`src/design/bmm_pkg.sv`:
```
// Package for the banked memory map decoder: access kinds, port codes,
// read-source codes, reset values and the structs passed between modules.
// No dependencies.
`timescale 1ns / 1ps
`default_nettype none
package bmm_pkg;

  localparam logic [2:0] KIND_MEM_RD    = 3'd0;
  localparam logic [2:0] KIND_MEM_WR    = 3'd1;
  localparam logic [2:0] KIND_IO_RD     = 3'd2;
  localparam logic [2:0] KIND_IO_WR     = 3'd3;
  localparam logic [2:0] KIND_HBLANK_ON = 3'd4;
  localparam logic [2:0] KIND_HBLANK_OFF = 3'd5;
  localparam logic [2:0] KIND_TEMPO     = 3'd6;

  localparam logic [7:0] PORT_PTR0     = 8'h00;
  localparam logic [7:0] PORT_PTR1     = 8'h01;
  localparam logic [7:0] PORT_PTR2     = 8'h02;
  localparam logic [7:0] PORT_EXP_DATA = 8'h03;
  localparam logic [7:0] PORT_CLR_INH0 = 8'hE0;
  localparam logic [7:0] PORT_CLR_INH1 = 8'hE1;
  localparam logic [7:0] PORT_SET_INH0 = 8'hE2;
  localparam logic [7:0] PORT_SET_INH1 = 8'hE3;
  localparam logic [7:0] PORT_SET_BOTH = 8'hE4;
  localparam logic [7:0] PORT_SAVE_INH = 8'hE5;
  localparam logic [7:0] PORT_LOAD_INH = 8'hE6;

  localparam logic [1:0] RD_CONST = 2'd0;
  localparam logic [1:0] RD_MAIN  = 2'd1;
  localparam logic [1:0] RD_VIDEO = 2'd2;
  localparam logic [1:0] RD_EXP   = 2'd3;

  localparam logic [1:0] DEV_NONE  = 2'd0;
  localparam logic [1:0] DEV_PPI   = 2'd1;
  localparam logic [1:0] DEV_TIMER = 2'd2;
  localparam logic [1:0] DEV_GATE  = 2'd3;

  localparam logic [1:0] BR_NONE    = 2'd0;
  localparam logic [1:0] BR_ASSERT  = 2'd1;
  localparam logic [1:0] BR_RELEASE = 2'd2;

  localparam logic [1:0] INHIBIT_RESET  = 2'd3;
  localparam logic [7:0] VRAM_HI_RESET  = 8'h71;
  localparam logic [7:0] BOOT_ROM_BYTE  = 8'hFF;
  localparam logic [7:0] OPEN_BUS_BYTE  = 8'hFF;
  localparam logic [7:0] STATUS_BASE    = 8'h7E;

  typedef struct packed {
    logic main_we;
    logic main_re;
    logic vid_we;
    logic vid_re;
    logic exp_we;
    logic exp_re;
  } mem_ctl_t;

  typedef struct packed {
    logic [1:0] rd_src;
    logic [7:0] rd_const;
    logic       wait_states;
    logic [1:0] bus_request;
    logic [1:0] device_select;
    logic [1:0] device_register;
    logic       device_is_write;
    logic [7:0] device_write_data;
  } res_t;

endpackage
`default_nettype wire

```
`src/design/bmm_decode.sv`:
```
// Address/port decode for one beat: memory strobes, result fields and next state.
// Depends on bmm_pkg.
`timescale 1ns / 1ps
`default_nettype none
module bmm_decode #(
  parameter int EXPANSION_ADDR_BITS = 19
) (
  input  wire logic [2:0]                     kind,
  input  wire logic [15:0]                    addr,
  input  wire logic [7:0]                     data,
  input  wire logic [1:0]                     inhibit,
  input  wire logic [1:0]                     backup,
  input  wire logic                           hblank,
  input  wire logic                           tempo,
  input  wire logic [EXPANSION_ADDR_BITS-1:0] ptr,
  output bmm_pkg::mem_ctl_t                   mc,
  output bmm_pkg::res_t                       res,
  output logic [1:0]                          inhibit_nxt,
  output logic [1:0]                          backup_nxt,
  output logic                                hblank_nxt,
  output logic                                tempo_nxt,
  output logic [EXPANSION_ADDR_BITS-1:0]      ptr_nxt
);

  always_comb begin
    logic        mem;
    logic        wr;
    logic        boot;
    logic        vid;
    logic        dev;
    logic [23:0] p24;
    logic [7:0]  port;
    mem  = (kind == bmm_pkg::KIND_MEM_RD) || (kind == bmm_pkg::KIND_MEM_WR);
    wr   = (kind == bmm_pkg::KIND_MEM_WR);
    boot = inhibit[0] && (addr[15:12] == 4'h0);
    vid  = inhibit[1] && (addr[15:12] == 4'hD);
    dev  = inhibit[1] && (addr[15:13] == 3'b111);
    p24  = 24'(ptr);
    port = addr[7:0];

    mc          = '0;
    res         = '0;
    res.rd_src  = bmm_pkg::RD_CONST;
    inhibit_nxt = inhibit;
    backup_nxt  = backup;
    hblank_nxt  = hblank;
    tempo_nxt   = tempo;
    ptr_nxt     = ptr;

    case (kind)
      bmm_pkg::KIND_MEM_RD, bmm_pkg::KIND_MEM_WR: begin
        res.wait_states = mem && boot;
        if (vid) begin
          res.bus_request = hblank ? bmm_pkg::BR_ASSERT : bmm_pkg::BR_NONE;
          mc.vid_we = wr;
          mc.vid_re = !wr;
          if (!wr) res.rd_src = bmm_pkg::RD_VIDEO;
        end else if (dev) begin
          if (!addr[3]) begin
            res.device_select   = addr[2] ? bmm_pkg::DEV_TIMER : bmm_pkg::DEV_PPI;
            res.device_register = addr[1:0];
            res.device_is_write = wr;
            res.device_write_data = wr ? data : 8'h00;
          end else if (addr[2:0] == 3'd0) begin
            if (wr) begin
              res.device_select     = bmm_pkg::DEV_GATE;
              res.device_is_write   = 1'b1;
              res.device_write_data = data;
            end else begin
              res.rd_const = bmm_pkg::STATUS_BASE | {hblank, 6'd0, tempo};
            end
          end else if (!wr) begin
            res.rd_const = bmm_pkg::OPEN_BUS_BYTE;
          end
        end else if (boot) begin
          if (!wr) res.rd_const = bmm_pkg::BOOT_ROM_BYTE;
        end else begin
          mc.main_we = wr;
          mc.main_re = !wr;
          if (!wr) res.rd_src = bmm_pkg::RD_MAIN;
        end
      end
      bmm_pkg::KIND_IO_RD: begin
        case (port)
          bmm_pkg::PORT_PTR0: res.rd_const = p24[7:0];
          bmm_pkg::PORT_PTR1: res.rd_const = p24[15:8];
          bmm_pkg::PORT_PTR2: res.rd_const = p24[23:16];
          bmm_pkg::PORT_EXP_DATA: begin
            mc.exp_re  = 1'b1;
            res.rd_src = bmm_pkg::RD_EXP;
            ptr_nxt    = ptr + 1'b1;
          end
          default: res.rd_const = bmm_pkg::OPEN_BUS_BYTE;
        endcase
      end
      bmm_pkg::KIND_IO_WR: begin
        case (port)
          bmm_pkg::PORT_PTR0: ptr_nxt = EXPANSION_ADDR_BITS'({p24[23:8], data});
          bmm_pkg::PORT_PTR1: ptr_nxt = EXPANSION_ADDR_BITS'({p24[23:16], data, p24[7:0]});
          bmm_pkg::PORT_PTR2: ptr_nxt = EXPANSION_ADDR_BITS'({data, p24[15:0]});
          bmm_pkg::PORT_EXP_DATA: begin
            mc.exp_we = 1'b1;
            ptr_nxt   = ptr + 1'b1;
          end
          bmm_pkg::PORT_CLR_INH0: inhibit_nxt = inhibit & 2'b10;
          bmm_pkg::PORT_CLR_INH1: inhibit_nxt = inhibit & 2'b01;
          bmm_pkg::PORT_SET_INH0: inhibit_nxt = inhibit | 2'b01;
          bmm_pkg::PORT_SET_INH1: inhibit_nxt = inhibit | 2'b10;
          bmm_pkg::PORT_SET_BOTH: inhibit_nxt = 2'b11;
          bmm_pkg::PORT_SAVE_INH: backup_nxt  = inhibit;
          bmm_pkg::PORT_LOAD_INH: inhibit_nxt = backup;
          default: ;
        endcase
      end
      bmm_pkg::KIND_HBLANK_ON: hblank_nxt = 1'b1;
      bmm_pkg::KIND_HBLANK_OFF: begin
        hblank_nxt      = 1'b0;
        res.bus_request = bmm_pkg::BR_RELEASE;
      end
      bmm_pkg::KIND_TEMPO: tempo_nxt = !tempo;
      default: ;
    endcase
  end

endmodule
`default_nettype wire

```
`config.mk`:
```
export PLATFORM = sky130hd
export DESIGN_NAME = bmm_decode
export DESIGN_NICKNAME = d
export VERILOG_FILES = /design/src/design/bmm_pkg.sv /design/src/design/bmm_decode.sv
export SDC_FILE = /design/constraint.sdc
export NUM_CORES = 1
export LEC_CHECK = 0
export ABC_AREA = 1
export BUFFER_PORTS_ARGS = -buffer_cell sky130_fd_sc_hd__clkbuf_2
export CORE_UTILIZATION = 49
export DETAILED_ROUTE_END_ITERATION = 7
export GPL_ROUTABILITY_DRIVEN = 1
export GPL_TIMING_DRIVEN = 0
export PLACE_DENSITY = 0.9
export SLEW_MARGIN = 20
export SYNTH_ARGS = -nofsm -noshare
export SYNTH_HDL_FRONTEND = slang
export SYNTH_SLANG_ARGS = --single-unit
```
`constraint.sdc`:
```
create_clock -name vclk -period 1.3
set_input_delay 0.065 -clock vclk [all_inputs]
set_output_delay 0.065 -clock vclk [all_outputs]
set_load 0.05 [all_outputs]
```
==> results of run 1 <==
-- layer usage --
layer / track usage, % / overflow
met5: 10.00 / 0
met4: 62.77 / 5
met3: 44.43 / 0
met2: 87.87 / 3
met1: 65.07 / 0
-- timing repair --
action / in CTS
endpoints found under the hold margin: 0
setup endpoints to repair: 47
setup buffers: 25
resized for setup: 154
pin swaps: 39
gates cloned: 2
-- logic make-up after synthesis --
family / Yosys count / share of synthesized area, %
mux: 1 / 0.5360
fa+ha+maj: 1 / 0.5955
xor+xnor: 3 / 1.251
buf+inv: 63 / 12.92
simple gates: 303 / 67.90
compound gates: 61 / 16.80
-- metrics by stage --
stage,cells,utilization (%)
after global placement,585,71.57
after floorplan,432,-
after CTS,612,92.75
after detailed placement,585,71.57
==> results.ini, run 1 <==
[run_status]
outcome = aborted with a tool error
lastStage = 5_1_grt
error = [ERROR GRT-0116] Global routing finished with congestion. Check the congestion regions in the DRC Viewer.

[global_route]
grt_pass1_vias = 4308
grt_max_degree = 11
grt_usage_pct = 65.40
grt_overflow = 8
grt_first_pass_wirelength_mm = 22.15

[synthesis]
ys_warn_count = 0
yosysSeqAreaShare_pct = 0
synthTopCellsByCount = nand2_1, nor2_1, nand3_1
synth_top_area_cell = nand2_1
syn_nets = 485
netlist_area_sq_um = 2101
yosysTopAreaCellShare_pct = 30.02
netlist_instances = 432
synth_top_cells_by_area = nand2_1, nand3_1, nor2_1, inv_1, o21ai_0
syn_area_per_cell_sq_um = 4.863
synth_cell_types = 35
synth_most_common_cell = nand2_1

[floorplan]
start_util_pct = 51.77
die_w_um = 67.48
io_pins = 109
rows = 23
die_y_um = 67.48

[placement]
io_buffer_count = 103
place.gp.congestion = 0.9908
dp_hpwl_mm = 6.855
place_ws_ns = -0.3858
dpl-instance-area_sq_um = 2904

[cts]
holdBufCountCts = 0

==> run 2, diff against run 1 <==
- CORE_UTILIZATION: 49 -> 40
- PLACE_DENSITY: 0.9 -> unset
- PLACE_DENSITY_LB_ADDON: unset -> 0.15
==> results.ini, run 2 <==
[placement]
dp_hpwl_mm = 7.040  ; was 6.855 mm
place_ws_ns = -0.3902  ; was -0.3858 ns
dpl-instance-area_sq_um = 2929  ; was 2904 sq um
place.gp.congestion = 0.9329  ; was 0.9908
io_buffer_count = 103  ; unchanged

[synthesis]
synthXorXnorAreaFrac_pct = 1.251  ; unchanged
synth_cell_types = 35  ; unchanged
ys_warn_count = 0  ; unchanged
synth_compound_area_share_pct = 16.80  ; unchanged
synth.area.mux_share_pct = 0.5360  ; unchanged
synthAdderAreaFrac_pct = 0.5956  ; unchanged
yosysTopAreaCellShare_pct = 30.02  ; unchanged
netlist_area_sq_um = 2101  ; unchanged
syn_area_per_cell_sq_um = 4.863  ; unchanged
synth_most_common_cell = nand2_1  ; unchanged
synthTopCellsByCount = nand2_1, nor2_1, nand3_1  ; unchanged
yosys.area_share.simple_pct = 67.90  ; unchanged
synth_top_family_by_area = simple AND/OR/NAND/NOR gates  ; unchanged
syn_nets = 485  ; unchanged
yosysSeqAreaShare_pct = 0  ; unchanged
netlist_instances = 432  ; unchanged
synth_top_cells_by_area = nand2_1, nand3_1, nor2_1, inv_1, o21ai_0  ; unchanged
synth_top_area_cell = nand2_1  ; unchanged

[layout]
nFlopsAndLatches = 0
register_area_sq_um = 0
layout_common_cells = nand2_1, clkbuf_2, buf_4
layout_commonest_cell = nand2_1
diodes = 0
area_delta_synth_final_pct = 97.80
layout-drive-gt1-share_pct = 51.37
final_area_sq_um = 4155
n_clock_buffer = 0
final_net_count = 639

[setup_path]
worstPathMaxFanout = 6
setup.worst_path.end = res[17]
arrival_ns = 1.50
worst_path_largest_cell_delay_ns = 0.22
crit_chain = clkbuf_8, nor2_4, nand2_4, nor2_4, inv_6, buf_4, a21oi_1, o211ai_1, nand2_1, nand2_1, clkbuf_8
required_ns = 1.24
crit_path_start = addr[6]
crit_type = primary input to output port
end_kind = output port
critPathLaunchType = primary input
cpMaxStageDelayCell = nor2_4

[floorplan]
core_area_sq_um = 5075
die_w_um = 74.47  ; was 67.48 um
rows = 26  ; was 23
start_util_pct = 41.40  ; was 51.77%
io_pins = 109  ; unchanged
die_y_um = 74.47  ; was 67.48 um
die_area_sq_um = 5546

[flow_run]
drv_cap = 0

[min_path]
min_path_type = primary input to output port

[route]
vias = 3753
drtIter0Drc = 322
routedWlPerCell_um = 17.20
totalWireLength_mm = 11.25
drc = 0
first_pass_iters = 8
viasPerCell = 5.739
route.antenna.remaining_nets = 0

[timing]
fin_crit_sh_pct = 120.1
period_minus_slack_ns = 1.562
worst_pin_slew_ns = 0.4824
max_freq_ghz = 0.6403
tns_ns = -5.324
hold_viol = 0
rsz0062_at_grt = yes
fin_hold_ws_ns = 0.5394
finalMaxSlewViolations = 0
setup-violations-final = 35
relSlewSlack_pct = 67.50
fin_ws_ns = -0.2618

[global_route]
grt_antenna_before_repair = 0
grt_first_pass_wirelength_mm = 15.19
grt_overflow = 0
grt_pass1_vias = 3135
grt_max_degree = 11
grt_usage_pct = 35.82

[pwr]
vdd_drop_max_uv = 256.1
total_leakage_power_nw = 2.054
power.density_nw_per_um2 = 317.7

[run_status]
outcome = complete, but fails checks  ; was aborted with a tool error
violations = setup timing

run 2: critical path: cells and delay by family:
kind	cells	cell delay, ns
AO/OA/AOI/OAI	2	0.30
buffers and inverters	4	0.56
AND/OR/NAND/NOR	5	0.57
run 2: kinds of logic after synthesis:
group                    count (synthesis)
AND/OR/NAND/NOR                        303
multiplexers                             1
XOR/XNOR                                 3
buffers and inverters                   63
AO/OA/AOI/OAI                           61
adder cells (fa/ha/maj)                  1
run 2: layout make-up:
type / instances / area [sq um]
inverter: 56 / 277.8
timing repair buffer: 151 / 1418
fill: 342 / 919.6
tap: 70 / 87.58
multi-input combinational: 370 / 2306
buffer: 7 / 66.31
run 2: worst min path at each step:
stage          startpoint             end  slack, ns  cells past startpoint
6_report       inhibit[1]  inhibit_nxt[1]       0.54                      4
5_1_grt         backup[0]   backup_nxt[0]       0.55                      3
4_1_cts        inhibit[1]  inhibit_nxt[1]       0.52                      4
3_5_place_dp        tempo       tempo_nxt       0.53                      3
3_3_place_gp        tempo       tempo_nxt       0.54                      3
2_1_floorplan     data[0]          res[0]       0.30                      2
run 2: timing repair:
action,CTS,global route
setup endpoints to repair,48,49
pin swaps,33,28
hold buffers,0,0
cloned,2,1
gates resized for setup,147,85
setup buffers,32,17
run 2: per-layer routing:
| layer | global-route usage [%] | vias up | wire length, um |
|---|---|---|---|
| met4 | 12.37 | 0 | 560 |
| met2 | 64.96 | 258 | 5551 |
| li1 | - | 1717 | - |
| met1 | 43.47 | 1725 | 4204 |
| met5 | 0 | - | 0 |
| met3 | 3.930 | 53 | 930 |
run 2: per-stage QoR:
step	instances	power (mW)	util [%]
3_3_place_gp	605	0.9468	57.72
4_1_cts	638	1.184	74.98
5_1_grt	654	1.383	81.88
6_report	654	1.320	81.88
2_1_floorplan	432	0.6630	-
3_5_place_dp	605	0.9536	57.72
run 2: power breakdown:
part	switching [mW]	internal, mW
registers	0	0
clock network	0	0
logic	0.826	0.494
total	0.826	0.494
Note: power is estimated with default switching activity, not from simulation.
==> run 3, diff against run 2 <==
- ABC_AREA: 1 -> unset
- CORE_MARGIN: unset -> 2
==> results.ini, run 3 <==
[floorplan]
core_area_sq_um = 5042  ; was 5075 sq um
start_util_pct = 41.12  ; was 41.40%
io_pins = 109  ; unchanged
die_w_um = 76.00  ; was 74.47 um
die_y_um = 76.00  ; was 74.47 um
die_area_sq_um = 5775  ; was 5546 sq um
rows = 26  ; unchanged

[placement]
place.gp.congestion = 1.031  ; was 0.9329
io_buffer_count = 93  ; was 103
dp_hpwl_mm = 8.072  ; was 7.040 mm
place_ws_ns = -1.482  ; was -0.3902 ns
place_inst = 514  ; was 605
dpl-instance-area_sq_um = 3204  ; was 2929 sq um

[synthesis]
synthTopCellsByCount = o21ai_0, nand2_1, nor2_1  ; was nand2_1, nor2_1, nand3_1
ys_warn_count = 0  ; unchanged
synth_top_area_cell = o21ai_0  ; was nand2_1
netlist_area_sq_um = 2073  ; was 2101 sq um
synth_most_common_cell = o21ai_0  ; was nand2_1
syn_area_per_cell_sq_um = 5.907  ; was 4.863 sq um
yosysTopAreaCellShare_pct = 8.690  ; was 30.02%
netlist_instances = 351  ; was 432
yosysSeqAreaShare_pct = 0  ; unchanged
synth_cell_types = 64  ; was 35
syn_nets = 404  ; was 485
synth_top_cells_by_area = o21ai_0, mux2i_1, nand2_1, a21oi_1, nor2_1  ; was nand2_1, nand3_1, nor2_1, inv_1, o21ai_0

[setup_path]
crit_chain = buf_8, nand4_1, buf_4, buf_4, nor3_1, nor3_1, a311oi_1, o211a_4, clkbuf_16  ; was clkbuf_8, nor2_4, nand2_4, nor2_4, inv_6, buf_4, a21oi_1, o211ai_1, nand2_1, nand2_1, clkbuf_8
worstPathMaxFanout = 10  ; was 6
arrival_ns = 2.14  ; was 1.50 ns
crit_type = primary input to output port  ; unchanged
critPathLaunchType = primary input  ; unchanged
cpMaxStageDelayCell = nor3_1  ; was nor2_4
required_ns = 1.24  ; about the same
worst_path_largest_cell_delay_ns = 0.57  ; was 0.22 ns
end_kind = output port  ; unchanged

[pwr]
total_leakage_power_nw = 1.984  ; was 2.054 nW
p_int_mw = 0.6241  ; was 0.4935 mW
power.switching_mw = 1.016  ; was 0.8265 mW
power.density_nw_per_um2 = 339.4  ; was 317.7 nW/um^2
power.share.clock_pct = 0  ; about the same
p_comb_share_pct = 100.0  ; about the same
vdd_drop_max_uv = 315.9  ; was 256.1 uV
switching_share_pct = 61.95  ; was 62.61%
p_seq_share_pct = 0  ; about the same
finalPower_mw = 1.640  ; was 1.320 mW

[flow_run]
drv_cap = 0  ; unchanged

[layout]
register_area_sq_um = 0  ; unchanged
postLayoutCoreUtil_pct = 95.83  ; was 81.88%
n_clock_buffer = 0  ; unchanged
final_net_count = 549  ; was 639
final_cells = 564  ; was 654
nFlopsAndLatches = 0  ; unchanged
area_delta_synth_final_pct = 133.1  ; was 97.80%
diodes = 0  ; unchanged
layout-drive-gt1-share_pct = 61.54  ; was 51.37%
final_area_sq_um = 4832  ; was 4155 sq um
layout_common_cells = buf_4, buf_8, clkbuf_2  ; was nand2_1, clkbuf_2, buf_4
layout_commonest_cell = buf_4  ; was nand2_1

[run_status]
violations = DRC, setup timing  ; was setup timing
outcome = complete, but fails checks  ; unchanged

[timing]
hold_viol = 0  ; unchanged
fin_crit_sh_pct = 169.6  ; was 120.1%
max_freq_ghz = 0.4535  ; was 0.6403 GHz
setup-violations-final = 47  ; was 35
relSlewSlack_pct = 41.76  ; was 67.50%
tns_ns = -22.43  ; was -5.324 ns
worst_pin_slew_ns = 0.8736  ; was 0.4824 ns
rsz0062_at_grt = yes  ; unchanged
fin_ws_ns = -0.9051  ; was -0.2618 ns
finalMaxSlewViolations = 0  ; unchanged
period_minus_slack_ns = 2.205  ; was 1.562 ns
fin_hold_ws_ns = 0.4849  ; was 0.5394 ns

[global_route]
grt_antenna_before_repair = 1  ; was 0
grt_first_pass_wirelength_mm = 20.03  ; was 15.19 mm
grt_max_degree = 11  ; unchanged
grt_usage_pct = 42.87  ; was 35.82%
grt_pass1_vias = 3746  ; was 3135
grt_overflow = 0  ; unchanged

[route]
routedWlPerCell_um = 31.41  ; was 17.20 um
first_pass_iters = 8  ; unchanged
drc = 72  ; was 0
totalWireLength_mm = 17.72  ; was 11.25 mm
route.antenna.remaining_nets = 0  ; unchanged
vias = 4556  ; was 3753
drtIter0Drc = 1041  ; was 322
viasPerCell = 8.078  ; was 5.739

[min_path]
min_path_cells = 3  ; was 4
min_path_type = primary input to output port  ; unchanged

## run 3: changes by cell type in the layout (fill, tap and decap cells not counted), sizes merged, moves of 13 or more
cell	delta
nor2	-33
mux2i	+13
nand2	-141
nand3	-34
inv	-46
a21oi	+16
buf	+25
## run 3: logic make-up after synthesis
family          Yosys count  share of synthesized area [%]
compound gates          125                          40.44
fa+ha+maj                 1                         0.6034
simple gates            161                          41.34
xor+xnor                  2                         0.8451
mux                      14                          6.819
buf+inv                  48                          9.957
## run 3: final timing paths
path	startpoint	end	slack, ns
worst min-delay path	kind[2]	mc[5]	0.48
worst max-delay path	ptr[5]	ptr_nxt[10]	-0.91
## run 3: power by group through the flow
stage | clock network, mW | logic [mW] | registers, mW
floorplan | 0 | 0.786 | 0
global placement | 0 | 1.07 | 0
detailed placement | 0 | 1.08 | 0
CTS | 0 | 1.34 | 0
global route | 0 | 1.65 | 0
finish | 0 | 1.64 | 0
## run 3: timing repair
action,CTS,global route
pin swaps,36,31
buffers inserted,32,22
setup endpoints to repair,53,53
cloned,2,1
resized for setup,193,151
hold buffers,0,0
## run 3: cell type report
cell class / instances / area [sq um]
inverter: 11 / 46.29
fill: 120 / 210.2
timing repair buffer: 147 / 1568
multi-input combinational: 303 / 2788
buffer: 33 / 342.8
tap: 70 / 87.58
## run 3: worst max-delay path: cells and delay by family
kind	cells	cell delay (ns)
and+or+nand+nor	3	0.83
AOI/OAI and AO/OA	2	0.67
buffers and inverters	4	0.56
## run 3: routing by layer
layer	GRT usage [%]	up-vias	part of all wire, %
met5	0	-	0
met4	17.27	0	12
met3	8.886	265	17
met2	71.52	662	40
met1	54.02	1984	31
li1	-	1645	-
==> run 4, diff against run 3 <==
- BUFFER_PORTS_ARGS: -buffer_cell sky130_fd_sc_hd__clkbuf_2 -> -buffer_cell sky130_fd_sc_hd__buf_4
==> results.ini, run 4 <==
[global_route]
grt_max_degree = 11
grt_overflow = 315
grt_usage_pct = 94.63

[synthesis]
synth_top_area_cell = o21ai_0  ; unchanged
synthTopCellsByCount = o21ai_0, nand2_1, nor2_1  ; unchanged
netlist_area_sq_um = 2073  ; unchanged
yosysTopAreaCellShare_pct = 8.690  ; unchanged
ys_warn_count = 0  ; unchanged
yosysSeqAreaShare_pct = 0  ; unchanged
synth_top_cells_by_area = o21ai_0, mux2i_1, nand2_1, a21oi_1, nor2_1  ; unchanged
synthAdderAreaFrac_pct = 0.6035  ; unchanged
synth_top_family_by_area = simple AND/OR/NAND/NOR gates  ; unchanged
syn_area_per_cell_sq_um = 5.907  ; unchanged
synth_most_common_cell = o21ai_0  ; unchanged
synth.area.mux_share_pct = 6.820  ; unchanged
synth_compound_area_share_pct = 40.43  ; unchanged
yosys.area_share.simple_pct = 41.34  ; unchanged
netlist_instances = 351  ; unchanged
synthXorXnorAreaFrac_pct = 0.8449  ; unchanged
syn_nets = 404  ; unchanged
synth_cell_types = 64  ; unchanged

[floorplan]
start_util_pct = 41.12  ; unchanged
rows = 26  ; unchanged
die_w_um = 76.00  ; unchanged
io_pins = 109  ; unchanged
die_y_um = 76.00  ; unchanged

[cts]
holdBufCountCts = 0  ; unchanged

[placement]
place.gp.congestion = 0.9545  ; was 1.031
dpl-instance-area_sq_um = 3437  ; was 3204 sq um
dp_hpwl_mm = 8.422  ; was 8.072 mm
io_buffer_count = 93  ; unchanged

[timing]
worst_endpoint = ptr_nxt[13]
worstEndpointType = output port

[run_status]
error = [ERROR GRT-0232] Routing congestion too high. Check the congestion heatmap in the GUI.
lastStage = 5_1_grt
outcome = aborted with a tool error  ; was complete, but fails checks

[run 4: cell counts after synthesis]
Identical to the previous run, type by type.
[run 4: cells by family after synthesis]
logic type               count (synthesis)
AND/OR/NAND/NOR                        161
AO/OA/AOI/OAI                          125
buffers and inverters                   48
multiplexers                            14
XOR/XNOR                                 2
adder cells (fa/ha/maj)                  1
[run 4: repair_timing]
item,in CTS
setup buffers,32
pin swaps,47
cloned,2
endpoints found under the setup margin,50
hold endpoints to repair,0
gates resized for setup,152
[run 4: stage by stage]
step                setup TNS [ns]  std cells  hold slack [ns]  util [%]  setup slack (ns)
floorplan                   -16.30        351           0.3023         -           -0.8158
global placement            -32.16        514           0.4695     68.16            -1.344
detailed placement          -31.95        514           0.4704     68.16            -1.356
CTS                         -20.56        546           0.4723     85.01           -0.7815
[run 4: routing by layer]
| layer | GRT overflow | GRT usage, % |
|---|---|---|
| met4 | 93 | 104.7 |
| met5 | 0 | 32.73 |
| met2 | 215 | 116.3 |
| met1 | 3 | 90.38 |
| met3 | 4 | 74.41 |
